==> config.mk <==
export PLATFORM = sky130hd
export DESIGN_NAME = text_console_char_writer
export DESIGN_NICKNAME = d
export VERILOG_FILES = /design/src/tcw_pkg.sv /design/src/tcw_cursor.sv /design/src/text_console_char_writer.sv
export VERILOG_INCLUDE_DIRS = /design/src /design/src/src
export SDC_FILE = /design/constraint.sdc
export NUM_CORES = 1
export LEC_CHECK = 0
export BUFFER_PORTS_ARGS = -buffer_cell sky130_fd_sc_hd__buf_2
export CAP_MARGIN = 10
export CORE_ASPECT_RATIO = 1.5
export CORE_MARGIN = 3
export CORE_UTILIZATION = 45
export DETAILED_ROUTE_END_ITERATION = 16
export PLACE_DENSITY = 0.73
export SYNTH_ARGS = -nofsm -noshare
export SYNTH_HDL_FRONTEND = slang
export SYNTH_SLANG_ARGS = --single-unit
==> constraint.sdc <==
create_clock -name clk -period 1.8 [get_ports clk]
set_clock_uncertainty 0.05 [all_clocks]
set_input_delay 0.54 -clock clk [delete_from_list [all_inputs] [get_ports clk]]
set_output_delay 0.54 -clock clk [all_outputs]
set_load 0.05 [all_outputs]
==> src/text_console_char_writer_macros.svh <==
// assertion macros shared by the console writer modules
`ifndef TEXT_CONSOLE_CHAR_WRITER_MACROS_SVH
`define TEXT_CONSOLE_CHAR_WRITER_MACROS_SVH

// same-cycle implication, sampled on clk, off while rst_n is low
`define TCW_ASSERT_NOW(label, ante, cons) \
    label: assert property (@(posedge clk) disable iff (!rst_n) (ante) |-> (cons)) \
        else $error("tcw assertion failed");

// next-cycle implication, sampled on clk, off while rst_n is low
`define TCW_ASSERT_NEXT(label, ante, cons) \
    label: assert property (@(posedge clk) disable iff (!rst_n) (ante) |=> (cons)) \
        else $error("tcw assertion failed");

`endif

==> src/tcw_pkg.sv <==
// shared constants and types of the text console character writer
`timescale 1ns / 1ps

package tcw_pkg;

    localparam int SCREEN_WIDTH_DEF  = 80;
    localparam int SCREEN_HEIGHT_DEF = 25;

    localparam int CHAR_W   = 8;
    localparam int COLOR_W  = 8;
    localparam int INDEX_W  = 11;
    localparam int DATA_W   = 16;
    localparam int CUR_COL_W = 7;
    localparam int CUR_ROW_W = 5;

    localparam logic [CHAR_W-1:0] CH_NEWLINE = 8'd10;
    localparam logic [CHAR_W-1:0] CH_TAB     = 8'd9;
    localparam logic [CHAR_W-1:0] CH_SPACE   = 8'd32;

    localparam int TAB_STOP = 4;
    localparam int TAB_W    = $clog2(TAB_STOP);

    typedef enum logic [1:0] {
        CUR_HOLD,
        CUR_ADVANCE,
        CUR_NEWLINE
    } cur_op_t;

    typedef struct packed {
        logic    step;
        cur_op_t op;
    } cur_cmd_t;

    typedef struct packed {
        logic             scroll;
        logic [TAB_W-1:0] tab_rem;
    } cur_stat_t;

endpackage

==> src/tcw_cursor.sv <==
// cursor unit: column, row and line base, stepped once per result
`timescale 1ns / 1ps
`include "text_console_char_writer_macros.svh"

module tcw_cursor #(
    parameter int SCREEN_WIDTH  = tcw_pkg::SCREEN_WIDTH_DEF,
    parameter int SCREEN_HEIGHT = tcw_pkg::SCREEN_HEIGHT_DEF
) (
    input  logic                             clk,
    input  logic                             rst_n,
    input  tcw_pkg::cur_cmd_t                cmd,
    output logic [tcw_pkg::INDEX_W-1:0]      cell_index,
    output logic [tcw_pkg::CUR_COL_W-1:0]    column_next,
    output logic [tcw_pkg::CUR_ROW_W-1:0]    row_next,
    output tcw_pkg::cur_stat_t               stat
);
    import tcw_pkg::*;

    localparam int ColW  = $clog2(SCREEN_WIDTH);
    localparam int RowW  = (SCREEN_HEIGHT > 1) ? $clog2(SCREEN_HEIGHT) : 1;
    localparam int BaseW = $clog2(SCREEN_WIDTH * SCREEN_HEIGHT);

    logic [ColW-1:0]  col_reg,  col_next;
    logic [RowW-1:0]  row_reg,  row_nxt;
    logic [BaseW-1:0] base_reg, base_next;

    logic [ColW:0]    col_inc;
    logic             wrap;
    logic             row_step;
    logic             at_bottom;
    logic [BaseW-1:0] idx_full;
    logic [BaseW+INDEX_W-1:0]   idx_wide;
    logic [ColW+CUR_COL_W-1:0]  col_wide;
    logic [RowW+CUR_ROW_W-1:0]  row_wide;

    always_comb
    begin
        col_inc   = {1'b0, col_reg} + (ColW+1)'(1);
        wrap      = (col_inc == (ColW+1)'(SCREEN_WIDTH));
        row_step  = (cmd.op == CUR_NEWLINE) || ((cmd.op == CUR_ADVANCE) && wrap);
        at_bottom = (row_reg == RowW'(SCREEN_HEIGHT - 1));

        unique case (cmd.op)
            CUR_NEWLINE: col_next = '0;
            CUR_ADVANCE: col_next = wrap ? '0 : col_inc[ColW-1:0];
            default:     col_next = col_reg;
        endcase

        // past the last row the row holds and the display scrolls instead
        if (row_step && !at_bottom)
        begin
            row_nxt   = RowW'(row_reg + RowW'(1));
            base_next = BaseW'(base_reg + BaseW'(SCREEN_WIDTH));
        end
        else
        begin
            row_nxt   = row_reg;
            base_next = base_reg;
        end

        stat.scroll  = row_step && at_bottom;
        stat.tab_rem = ~col_reg[TAB_W-1:0];

        idx_full = BaseW'(base_reg + BaseW'(col_reg));
        idx_wide = (BaseW+INDEX_W)'(idx_full);
        col_wide = (ColW+CUR_COL_W)'(col_next);
        row_wide = (RowW+CUR_ROW_W)'(row_nxt);
    end

    assign cell_index  = idx_wide[INDEX_W-1:0];
    assign column_next = col_wide[CUR_COL_W-1:0];
    assign row_next    = row_wide[CUR_ROW_W-1:0];

    always_ff @(posedge clk or negedge rst_n)
    begin
        if (!rst_n)
        begin
            col_reg  <= '0;
            row_reg  <= '0;
            base_reg <= '0;
        end
        else if (cmd.step)
        begin
            col_reg  <= col_next;
            row_reg  <= row_nxt;
            base_reg <= base_next;
        end
    end

    `TCW_ASSERT_NOW(a_col_in_range, 1'b1, {1'b0, col_reg} < (ColW+1)'(SCREEN_WIDTH))
    `TCW_ASSERT_NOW(a_row_in_range, 1'b1, row_reg <= RowW'(SCREEN_HEIGHT - 1))
    `TCW_ASSERT_NEXT(a_scroll_holds_bottom, cmd.step && stat.scroll, row_reg == RowW'(SCREEN_HEIGHT - 1))

endmodule

==> src/text_console_char_writer.sv <==
// text console character writer: request sequencer and result register
`timescale 1ns / 1ps
`include "text_console_char_writer_macros.svh"

// Takes one character request (byte, attribute, in-place flag) and produces its cell writes
// on the result channel, one result per cycle while out_stall does not hold the output
// register, as a cursor unit tracks column and row on a SCREEN_WIDTH x SCREEN_HEIGHT screen.
// A newline or an ordinary character gives one result; a tab gives n spaces (1 to 4), n
// set by the column at accept, and the cursor steps once per result. in_stall stays high
// from accept until the last result of the request is loaded into the output register, so
// the next request can enter while that result still waits to be taken. Newline results
// carry no cell write; scroll_request flags that the display memory must scroll one row.
module text_console_char_writer #(
    parameter int SCREEN_WIDTH  = tcw_pkg::SCREEN_WIDTH_DEF,
    parameter int SCREEN_HEIGHT = tcw_pkg::SCREEN_HEIGHT_DEF
) (
    input  logic                            clk,
    input  logic                            rst_n,

    input  logic                            in_valid,
    output logic                            in_stall,
    input  logic [tcw_pkg::CHAR_W-1:0]      char_code,
    input  logic                            in_place,
    input  logic [tcw_pkg::COLOR_W-1:0]     color,

    output logic                            out_valid,
    input  logic                            out_stall,
    output logic                            cell_write,
    output logic [tcw_pkg::INDEX_W-1:0]     cell_index,
    output logic [tcw_pkg::DATA_W-1:0]      cell_data,
    output logic                            scroll_request,
    output logic [tcw_pkg::CUR_COL_W-1:0]   cursor_column,
    output logic [tcw_pkg::CUR_ROW_W-1:0]   cursor_row,
    output logic                            last
);
    import tcw_pkg::*;

    typedef enum logic {
        ST_IDLE,
        ST_EMIT
    } state_t;

    typedef enum logic [1:0] {
        KIND_CHAR,
        KIND_TAB,
        KIND_NEWLINE
    } kind_t;

    state_t                 state_reg, state_next;
    kind_t                  kind_reg, kind_next;
    logic [TAB_W-1:0]       rem_reg, rem_next;
    logic [CHAR_W-1:0]      char_reg;
    logic [COLOR_W-1:0]     color_reg;
    logic                   in_place_reg;

    logic                   out_valid_reg, out_valid_next;
    logic                   cell_write_reg, cell_write_next;
    logic [INDEX_W-1:0]     cell_index_reg, cell_index_next;
    logic [DATA_W-1:0]      cell_data_reg, cell_data_next;
    logic                   scroll_reg, scroll_next;
    logic [CUR_COL_W-1:0]   cur_col_reg, cur_col_next;
    logic [CUR_ROW_W-1:0]   cur_row_reg, cur_row_next;
    logic                   last_reg, last_next;

    logic                   accept;
    logic                   emit;
    logic                   last_now;

    cur_cmd_t               cmd;
    cur_stat_t              stat;
    logic [INDEX_W-1:0]     cur_index;
    logic [CUR_COL_W-1:0]   col_after;
    logic [CUR_ROW_W-1:0]   row_after;

    tcw_cursor #(
        .SCREEN_WIDTH  (SCREEN_WIDTH),
        .SCREEN_HEIGHT (SCREEN_HEIGHT)
    ) u_cursor (
        .clk         (clk),
        .rst_n       (rst_n),
        .cmd         (cmd),
        .cell_index  (cur_index),
        .column_next (col_after),
        .row_next    (row_after),
        .stat        (stat)
    );

    assign in_stall = (state_reg != ST_IDLE);
    assign accept   = in_valid && !in_stall;
    // a result goes out when the output register is empty or being drained
    assign emit     = (state_reg == ST_EMIT) && (!out_valid_reg || !out_stall);
    assign last_now = (kind_reg != KIND_TAB) || (rem_reg == '0);

    always_comb
    begin
        cmd.step = emit;
        unique case (kind_reg)
            KIND_NEWLINE: cmd.op = CUR_NEWLINE;
            KIND_TAB:     cmd.op = CUR_ADVANCE;
            default:      cmd.op = in_place_reg ? CUR_HOLD : CUR_ADVANCE;
        endcase
    end

    always_comb
    begin
        state_next      = state_reg;
        kind_next       = kind_reg;
        rem_next        = rem_reg;
        out_valid_next  = out_valid_reg && out_stall;
        cell_write_next = cell_write_reg;
        cell_index_next = cell_index_reg;
        cell_data_next  = cell_data_reg;
        scroll_next     = scroll_reg;
        cur_col_next    = cur_col_reg;
        cur_row_next    = cur_row_reg;
        last_next       = last_reg;

        unique case (state_reg)
            ST_IDLE:
            begin
                if (accept)
                begin
                    state_next = ST_EMIT;
                    // tab space count is fixed by the column at accept time
                    rem_next   = stat.tab_rem;
                    if (char_code == CH_NEWLINE)
                        kind_next = KIND_NEWLINE;
                    else if (char_code == CH_TAB)
                        kind_next = KIND_TAB;
                    else
                        kind_next = KIND_CHAR;
                end
            end
            ST_EMIT:
            begin
                if (emit)
                begin
                    out_valid_next = 1'b1;
                    scroll_next    = stat.scroll;
                    cur_col_next   = col_after;
                    cur_row_next   = row_after;
                    last_next      = last_now;
                    rem_next       = TAB_W'(rem_reg - TAB_W'(1));
                    unique case (kind_reg)
                        KIND_NEWLINE:
                        begin
                            cell_write_next = 1'b0;
                            cell_index_next = '0;
                            cell_data_next  = '0;
                        end
                        KIND_TAB:
                        begin
                            cell_write_next = 1'b1;
                            cell_index_next = cur_index;
                            cell_data_next  = {color_reg, CH_SPACE};
                        end
                        default:
                        begin
                            cell_write_next = 1'b1;
                            cell_index_next = cur_index;
                            cell_data_next  = {color_reg, char_reg};
                        end
                    endcase
                    if (last_now)
                        state_next = ST_IDLE;
                end
            end
            default: state_next = ST_IDLE;
        endcase
    end

    always_ff @(posedge clk or negedge rst_n)
    begin
        if (!rst_n)
        begin
            state_reg      <= ST_IDLE;
            kind_reg       <= KIND_CHAR;
            rem_reg        <= '0;
            out_valid_reg  <= 1'b0;
            cell_write_reg <= 1'b0;
            cell_index_reg <= '0;
            cell_data_reg  <= '0;
            scroll_reg     <= 1'b0;
            cur_col_reg    <= '0;
            cur_row_reg    <= '0;
            last_reg       <= 1'b0;
            char_reg       <= '0;
            color_reg      <= '0;
            in_place_reg   <= 1'b0;
        end
        else
        begin
            state_reg      <= state_next;
            kind_reg       <= kind_next;
            rem_reg        <= rem_next;
            out_valid_reg  <= out_valid_next;
            cell_write_reg <= cell_write_next;
            cell_index_reg <= cell_index_next;
            cell_data_reg  <= cell_data_next;
            scroll_reg     <= scroll_next;
            cur_col_reg    <= cur_col_next;
            cur_row_reg    <= cur_row_next;
            last_reg       <= last_next;
            if (accept)
            begin
                char_reg     <= char_code;
                color_reg    <= color;
                in_place_reg <= in_place;
            end
        end
    end

    assign out_valid      = out_valid_reg;
    assign cell_write     = cell_write_reg;
    assign cell_index     = cell_index_reg;
    assign cell_data      = cell_data_reg;
    assign scroll_request = scroll_reg;
    assign cursor_column  = cur_col_reg;
    assign cursor_row     = cur_row_reg;
    assign last           = last_reg;

    `TCW_ASSERT_NEXT(a_accept_goes_busy, accept, in_stall)
    `TCW_ASSERT_NOW(a_newline_no_cell, out_valid_reg && !cell_write_reg, (cell_index_reg == '0) && (cell_data_reg == '0) && last_reg)
    `TCW_ASSERT_NOW(a_only_tab_continues, out_valid_reg && !last_reg, (state_reg == ST_EMIT) && (kind_reg == KIND_TAB))

endmodule
After elaboration in Yosys (flattened, before gate mapping):

Cells that the tools add are included.

* $add $sub $neg: 5
* equality and inequality tests: 11
* mux-type cells: 19
* bitwise logic cells: 2
* reduce and logical (&&, ||, !) cells: 18

Operator list (count)
* 16-bit case mux with 2 select lines: 1
* 8-bit by 4-bit equality test with 1-bit output, second input constant: 2
* 7-bit case mux with 2 select lines: 1
* 11-bit by 7-bit adder with 11-bit output: 1
* 11-bit by 7-bit adder with 11-bit output, second input constant: 1
* 11-bit two-way mux: 1
* 7-bit by 1-bit adder with 8-bit output, second input constant: 1
* 8-bit by 7-bit equality test with 1-bit output, second input constant: 1
* 1-bit two-way mux: 8
* 2-bit case mux with 2 select lines: 2
* 2-bit AND reduction: 4
* 7-bit two-way mux: 1
* 1-bit logical AND: 6
* 2-bit two-way mux: 3
* 5-bit by 1-bit adder with 5-bit output, second input constant: 1
* 5-bit equality test, second input constant: 1
* 5-bit two-way mux: 1
* 2-bit by 1-bit equality test with 1-bit output, second input constant: 2
* 2-bit equality test, second input constant: 2
* 1-bit logical NOT: 4
* 2-bit by 1-bit inequality test with 1-bit output, second input constant: 2
* 1-bit logical OR: 3
* 2-bit logical NOT: 1
* 2-bit inequality test, second input constant: 1
* other kinds (4): 4

* register bits: 88
* input port bits: 21
* output and inout port bits: 44
* logic and storage cells: 72

Logic depth before layout (Yosys ltp):

Gate-level depths: netlist of the first run.

* word-level depth: 7
* mapped depth: 8
* gate-level depth less buffers: 7

Modules after synthesis:

Synthesis of the first run repeated with hierarchy kept, for this count alone.

* cells, all modules: 450
* area total of the unflattened synthesis: 4186.5 sq um

Modules (own cells, without submodules)
* text_console_char_writer: times used 1, cells an instance 287, area each 2650.0 sq um, sequential area each 1626.6 sq um
* tcw_cursor: times used 1, cells an instance 163, area each 1536.5 sq um, sequential area each 475.5 sq um

Worst setup path before layout of the first run:

Ideal clock, no wire load.

* kind: register to register
* from: register with a tool-made name
* to: register cell_index_reg[10], in the netlist cell_index[10]
* library setup time: 121 ps
* data arrival time: 2004 ps
* required time: 1629 ps
* path slack: -375 ps
* cell stages (with the launch flop): 8
* path buffers: 0
* clock period less this slack: 2175 ps
* path through: dfrtp_1 -> ha_1 -> fa_1 -> a21oi_1 -> nor2b_1 -> and3_1 -> xor2_1 -> a22o_1

RTL lines
* end signal, assigned: line text_console_char_writer.sv:198 `cell_index_reg <= cell_index_next;`
* end, declared: line text_console_char_writer.sv:58 `logic [INDEX_W-1:0] cell_index_reg, cell_index_next;`

==> summary.md, run 1 <==
| Metric | Value |
|---|---|
| Hold_buf cts | `0` |
| Routed Antenna Nets | `0` |
| Slew margin rel. | `0.743` |
| Die area | `8770 um^2` |
| Antenna Cells | `0` |
| Vias/cell | `between 5 and 6` |
| Hold Vio Cnt, Final | `0` |
| Grt ovf | `0` |
| Final worst-path cycle share | `1.10` |
| WL per Instance | `15.6 um` |
| Row cnt | `38` |
| Max-cap viol count | `0` |
| CP required | `around 2 ns` |
| Clock network fraction of total power | `0.172` |
| Combinational Power Share | `0.487` |
| Reg2reg start | `kind_reg[0]` |
| Core outline area | `7320 um^2` |
| Crit Path Class | `flop to flop` |
| Clock-pin slew on the worst setup and hold paths | `0.07 ns` |
| Mapped Area | `approximately 3400 um^2` |
| PnR worst setup slack | `-0.186 ns` |
| Status | `finished with violations` |
| Drt pass-1 iters | `4` |
| Largest net degree at the start of global routing | `73` |
| Total negative slack | `-1.98 ns` |
| Int Pwr | `0.00408 W` |
| Clock sinks | `72` |
| Syn-to-layout area delta | `34.5%` |
| Routed wire length | `between 8000 and 9000 um` |
| FFs w/ async S/R, synth | `1.00` |
| Net Sw Power | `0.00336 W` |
| Most common cell after layout, fill and taps aside | `dfrtp_1` |
| Worst Setup End Kind | `flop` |
| Worst hold slack | `0.160 ns` |
| Root Buffer | `clkbuf_8` |
| Syn Inst Count | `325` |
| Max-slew violation count | `0` |
| Io pins | `65` |
| Sequential-to-total area share from yosys stat | `0.522` |
| Mean post-synth cell area | `10.6 um^2` |
| First-pass GRT wire length | `~14000 um` |
| Worst slack, placed | `-0.320 ns` |
| Critical path data arrival time | `between 2 and 2.5 ns` |
| TritonCTS Buffers | `9` |
| Syn_nets | `358` |
| Total GRT Usage | `0.200` |
| Pwr/cell area | `1600 nW/um^2` |
| Main synth FF type | `dfrtp_1` |
| Register share of total power | `0.342` |
| Hold WC Path Type | `input port to async pin` |
| Number of synthesized flops with an enable pin | `0` |
| Violated checks | `setup timing` |
| Critical path startpoint category | `flop` |
| Die height | `113 um` |
| H-tree Lvls | `3` |
| Leak | `2.26 nW` |
| Final setup viols | `20` |
| Fraction of layout cells with a size suffix above 1 | `0.448` |
| Netlist cell types | `54` |
| NumNets Final | `464` |
| Port bufs | `64` |
| RSZ-0062 raised after global routing | `yes` |
| Initial Util | `0.471` |
| Vias in the first global route | `a little under 3000` |
| FF+latch count, synth | `72` |
| Clk Latency, worst-skew pair | `0.35 ns` |
| Sw frac | `0.452` |
| Worst R2R Setup Slack | `-0.19 ns` |
| Final GP Congestion | `0.848` |
| VDD IR-drop max | `just under 900 uV` |
| Max frequency | `around 0.50 GHz` |
| Vias after detailed routing | `2814` |
| Worst-margin pin slew | `0.386 ns` |
| CTS Buffer Depth | `2` |
| Most frequent cells in the layout | `dfrtp_1, nand2_1, buf_2` |
| Max FO, Critical Path | `7` |
| Initial DRC Count | `193` |
| Initial antenna violation count | `0` |
| Final HPWL from detailed placement | `around 5600 um` |
| CTS tree | `built` |
| DRC | `0` |
| Die width | `between 70 and 80 um` |
| Tmin final | `1.99 ns` |
| YS warnings | `0` |
| Worst Reg-to-Reg Cells | `8` |
cells by family after synthesis:
group,share of synthesized area
AOI/OAI and AO/OA,0.120
xor gates and xnor gates,0.0381
adders and majority gates,0.0457
buffers and inverters,0.0348
DFF,0.522
muxes,0.0635
and+or+nand+nor,0.175
routing by layer:
layer  up-vias  track usage  wire length, um
li1       1329            -                -
met1      1371        0.233             3340
met2        89        0.327             4130
met3        25       0.0637              517
met4         0        0.109              342
met5         -            0                0
worst max-delay path, cell delays in order, from the launching register on:
cell and delay, ns:
dfrtp_1 0.40, inv_2 0.09, ha_4 0.20, and2b_2 0.25, o2111a_1 0.22, o2111ai_4 0.19, buf_4 0.20, a21boi_2 0.13
xor2_1 0.18
how the worst max path moves through the flow:
stage / from / endpoint / slack, ns / depth (start not counted)
6_report: kind_reg[0] / flop / -0.19 / 8
5_1_grt: kind_reg[0] / flop / -0.27 / 8
4_1_cts: kind_reg[1] / flop / -0.16 / 6
3_5_place_dp: kind_reg[0] / flop / -0.32 / 8
3_3_place_gp: kind_reg[0] / flop / -0.18 / 8
2_1_floorplan: kind_reg[1] / flop / -0.18 / 7
Yosys cell counts (2+ instances only):
cell | instances | share of area
xnor2_1 | 6 | 0.015
or2_2 | 2 | 0.0036
mux2_4 | 2 | 0.0087
nand2_1 | 62 | 0.067
nor2_1 | 12 | 0.013
a21bo_2 | 2 | 0.0058
a22o_1 | 5 | 0.013
nand2b_1 | 2 | 0.0036
xor2_1 | 9 | 0.023
mux2_2 | 15 | 0.049
nand3_1 | 20 | 0.029
nand3b_1 | 7 | 0.015
a21o_1 | 2 | 0.0044
clkbuf_1 | 9 | 0.0098
inv_1 | 11 | 0.012
nor2b_1 | 2 | 0.0036
and2_1 | 2 | 0.0036
buf_2 | 5 | 0.0073
nand4b_1 | 2 | 0.0051
nor3_1 | 3 | 0.0044
dfrtp_1 | 72 | 0.52
mux2i_1 | 2 | 0.0058
o41ai_1 | 3 | 0.0076
o21ai_0 | 12 | 0.017
a31oi_1 | 3 | 0.0054
ha_1 | 11 | 0.040
a21oi_1 | 12 | 0.017
and2b_1 | 2 | 0.0044
o31ai_1 | 3 | 0.0065
power groups by stage:
stage	Clock, W	Combinational [W]	Sequential [W]
after floorplan	0	0.00127	0.00369
after global placement	0	0.00336	0.00255
after detailed placement	0	0.00342	0.00256
after CTS	0.00132	0.00352	0.00254
after global routing	0.00138	0.00390	0.00263
final	0.00128	0.00362	0.00254
what timing repair did:
item / in CTS / in global routing
setup endpoints to repair: 25 / 23
pin swaps: 10 / 19
gates cloned: 0 / 0
resized for setup: 22 / 32
setup buffers: 4 / 4
stage by stage:
| stage | area, um^2 | total power [W] | instances | util |
|---|---|---|---|---|
| after floorplan | 3500 | 0.00496 | 325 | - |
| after global placement | 4190 | 0.00591 | 512 | 0.572 |
| after detailed placement | 4190 | 0.00598 | 512 | 0.572 |
| after CTS | 4490 | 0.00738 | 531 | 0.613 |
| after global routing | 4640 | 0.00791 | 535 | 0.633 |
| final | 4640 | 0.00744 | 535 | 0.633 |
layout make-up:
cell class	count	area, um^2
Fill cell	609	2680
Sequential cell	72	1810
Multi-Input combinational cell	225	1700
Timing Repair Buffer	112	764
Clock buffer	10	138
Tap cell	100	125
Clock inverter	5	56.3
Inverter	11	43.8
No activity file was read; power rests on OpenSTA's default activity.
==> inputs of run 2 (changes only) <==
--- a/config.mk
+++ b/config.mk
@@ -12,7 +12,8 @@
 export CORE_MARGIN = 3
 export CORE_UTILIZATION = 45
 export DETAILED_ROUTE_END_ITERATION = 16
-export PLACE_DENSITY = 0.73
+export MAX_ROUTING_LAYER = met4
+export PLACE_DENSITY = 0.7
 export SYNTH_ARGS = -nofsm -noshare
 export SYNTH_HDL_FRONTEND = slang
 export SYNTH_SLANG_ARGS = --single-unit
==> constraint.sdc (replaced) <==
create_clock -name clk -period 1.9 [get_ports clk]
set_clock_uncertainty 0.05 [all_clocks]
set_input_delay 0.57 -clock clk [delete_from_list [all_inputs] [get_ports clk]]
set_output_delay 0.57 -clock clk [all_outputs]
set_load 0.05 [all_outputs]
==> summary.md, run 2 (same netlist as run 1, synthesis figures left out) <==
| Metric | Value |
|---|---|
| Io pins | `65 (unchanged)` |
| Violated checks | `setup timing` |
| Hold Vio Cnt, Final | `0 (unchanged)` |
| RSZ-0062 raised after global routing | `yes` |
| Row cnt | `38 (unchanged)` |
| Worst slack, placed | `-0.135 ns (+0.185 ns)` |
| Leak | `2.19 nW (-3.5%)` |
| Fraction of layout cells with a size suffix above 1 | `0.401 (-0.0473)` |
| Port bufs | `64 (unchanged)` |
| Tmin final | `1.99 ns (+0.00651 ns)` |
| Vias/cell | `5.30 (+0.76%)` |
| Pwr/cell area | `1540 nW/um^2 (-4.1%)` |
| Initial Util | `0.471 (unchanged)` |
| Antenna Cells | `0 (unchanged)` |
| Core outline area | `7320 um^2 (unchanged)` |
| Max FO, Critical Path | `4 (-3)` |
| Non-Filler Instances | `524 (-2.1%)` |
| Root Buffer | `clkbuf_8` |
| Initial DRC Count | `204 (+5.7%)` |
| Buf/Inv on CP | `2 (unchanged)` |
| Max-slew violation count | `0 (unchanged)` |
| Clk Latency, worst-skew pair | `0.35 ns (about the same)` |
| Routed wire length | `8220 um (-1.2%)` |
| First-pass GRT wire length | `13800 um (+0.65%)` |
| Syn-to-layout area delta | `28.2%` |
| GR Util met2 | `0.341 (+0.0144)` |
| Max frequency | `0.502 GHz (-0.33%)` |
| Crit Path Class | `flop to flop` |
| Largest net degree at the start of global routing | `39 (-47%)` |
| Grt peak-use layer | `met2` |
| Die area | `8770 um^2 (unchanged)` |
| Grt ovf | `0 (unchanged)` |
| Max-cap viol count | `0 (unchanged)` |
| Die width | `77.5 um (unchanged)` |
| Fillers | `667 (+9.5%)` |
| PnR worst setup slack | `-0.0929 ns (+0.0935 ns)` |
| Clock-pin slew on the worst setup and hold paths | `0.08 ns (about the same)` |
| Initial antenna violation count | `0 (unchanged)` |
| CP Cell Sequence | `ha_4 -> and2b_2 -> buf_6 -> o211ai_1 -> buf_4 -> nor2_1 -> a31oi_1 -> xnor2_1` |
| Vias after detailed routing | `2777 (-1.3%)` |
| Final HPWL from detailed placement | `5840 um (+3.7%)` |
| Final GP Congestion | `0.848 (about the same)` |
| Critical path startpoint category | `flop` |
| Clock sinks | `72 (unchanged)` |
| TritonCTS Buffers | `9 (unchanged)` |
| Slew margin rel. | `0.681 (-0.0616)` |
| Total GRT Usage | `0.205 (+0.00529)` |
| Die height | `113 um (unchanged)` |
| Hold_buf cts | `0 (unchanged)` |
| Hold WC Path Type | `input port to async pin` |
| CP peak stage delay | `0.45 ns (+0.05 ns)` |
| WL per Instance | `15.7 um (+0.84%)` |
| Status | `finished with violations` |
| Met1 Resource Use GR | `0.231 (-0.00193)` |
| CTS tree | `built` |
| NumNets Final | `453 (-2.4%)` |
| H-tree Lvls | `3 (unchanged)` |
| DRC | `0 (unchanged)` |
| VDD IR-drop max | `746 uV (-16%)` |
| CP required | `2.12 ns (+0.10 ns)` |
| Most frequent cells in the layout | `buf_2, nand2_1, dfrtp_1` |
| Final worst-path cycle share | `1.05 (-0.0547)` |
| Drt pass-1 iters | `4 (unchanged)` |
| DP Cell Count | `503 (-1.8%)` |
| CP max-delay cell | `dfrtp_2` |
| Routed Antenna Nets | `0 (unchanged)` |
| Final setup viols | `11 (-45%)` |
| Most common cell after layout, fill and taps aside | `buf_2` |
| Worst-margin pin slew | `0.478 ns (+0.0924 ns)` |
| Critical path data arrival time | `2.21 ns (about the same)` |
| Worst Setup End Kind | `flop` |
| Vias in the first global route | `2927 (+1.0%)` |
| CTS Buffer Depth | `2 (unchanged)` |
| Top cell family by delay on the critical path | `flip-flops` |
| GR Layer Usage met3 | `0.0510 (-0.0127)` |
==> run 2: changes by cell type in the layout (fill, tap and decap cells not counted), moves of 2 or more <==
cell	delta
a31oi_2	-2
a21oi_1	+4
clkbuf_1	+2
buf_2	+5
nor2_1	+2
buf_6	-6
a31oi_1	+2
o21ai_0	+5
a21oi_2	-4
o21ai_1	-3
nor2_4	-2
buf_4	-10
==> run 2: timing repair <==
action | CTS | global route
setup buffers | 5 | 1
pin swaps | 5 | 13
setup endpoints to repair | 15 | 20
gates resized for setup | 9 | 13
==> run 2: path summary, 6_finish.rpt <==
path	end	slack [ns]	start	cells past startpoint
setup / recovery	flop	-0.09	kind_reg[1]	8
min in group clk	kind_reg[1]	0.38	char_code[0]	2
hold reg to reg	cell_index[2]	0.41	cell_index[2]	2
setup reg to reg	flop	-0.09	kind_reg[1]	8
max in group asynchronous	color_reg[0]	1.05	rst_n	2
hold / removal	cursor_row[0]	0.12	rst_n	1
==> run 2: area by class of cell <==
cell class | instances | area [um^2] | area share
clock inverter | 3 | 42.5 | 0.00963
clock buffer | 12 | 145 | 0.0328
inverter | 11 | 41.3 | 0.00934
tap | 100 | 125 | 0.0283
multi-input combinational | 225 | 1600 | 0.363
sequential | 72 | 1810 | 0.411
timing repair buffer | 101 | 647 | 0.146
==> run 2: power by group <==
part	total [W]	leakage (nW)	switching [W]	internal (W)
clock	0.00120	0.0925	0.000561	0.000634
combinational	0.00316	1.20	0.00217	0.000995
sequential	0.00244	0.891	0.000358	0.00208
==> run 2: stage by stage <==
stage	area, um^2	util	hold WS (ns)	setup TNS, ns	power (W)
after floorplan	3490	-	0.224	-0.216	0.00468
after global placement	4110	0.562	0.397	-0.142	0.00550
after detailed placement	4110	0.562	0.401	-0.792	0.00559
after CTS	4380	0.599	0.119	-0.196	0.00682
after global routing	4420	0.604	0.132	-1.51	0.00721
final	4420	0.604	0.120	-0.512	0.00680
==> run 2: layer usage <==
metal  wire (um)  share of wire
met1        3420           0.42
met2        4230           0.51
met3         410          0.050
met4         159          0.019
met5           0              0
==> run 2: worst reg2reg max path, cell delays in order (launching register included) <==
cell and delay, ns:
dfrtp_2 0.45, ha_4 0.28, and2b_2 0.24, buf_6 0.12
o211ai_1 0.18, buf_4 0.19, nor2_1 0.05, a31oi_1 0.22
xnor2_1 0.15
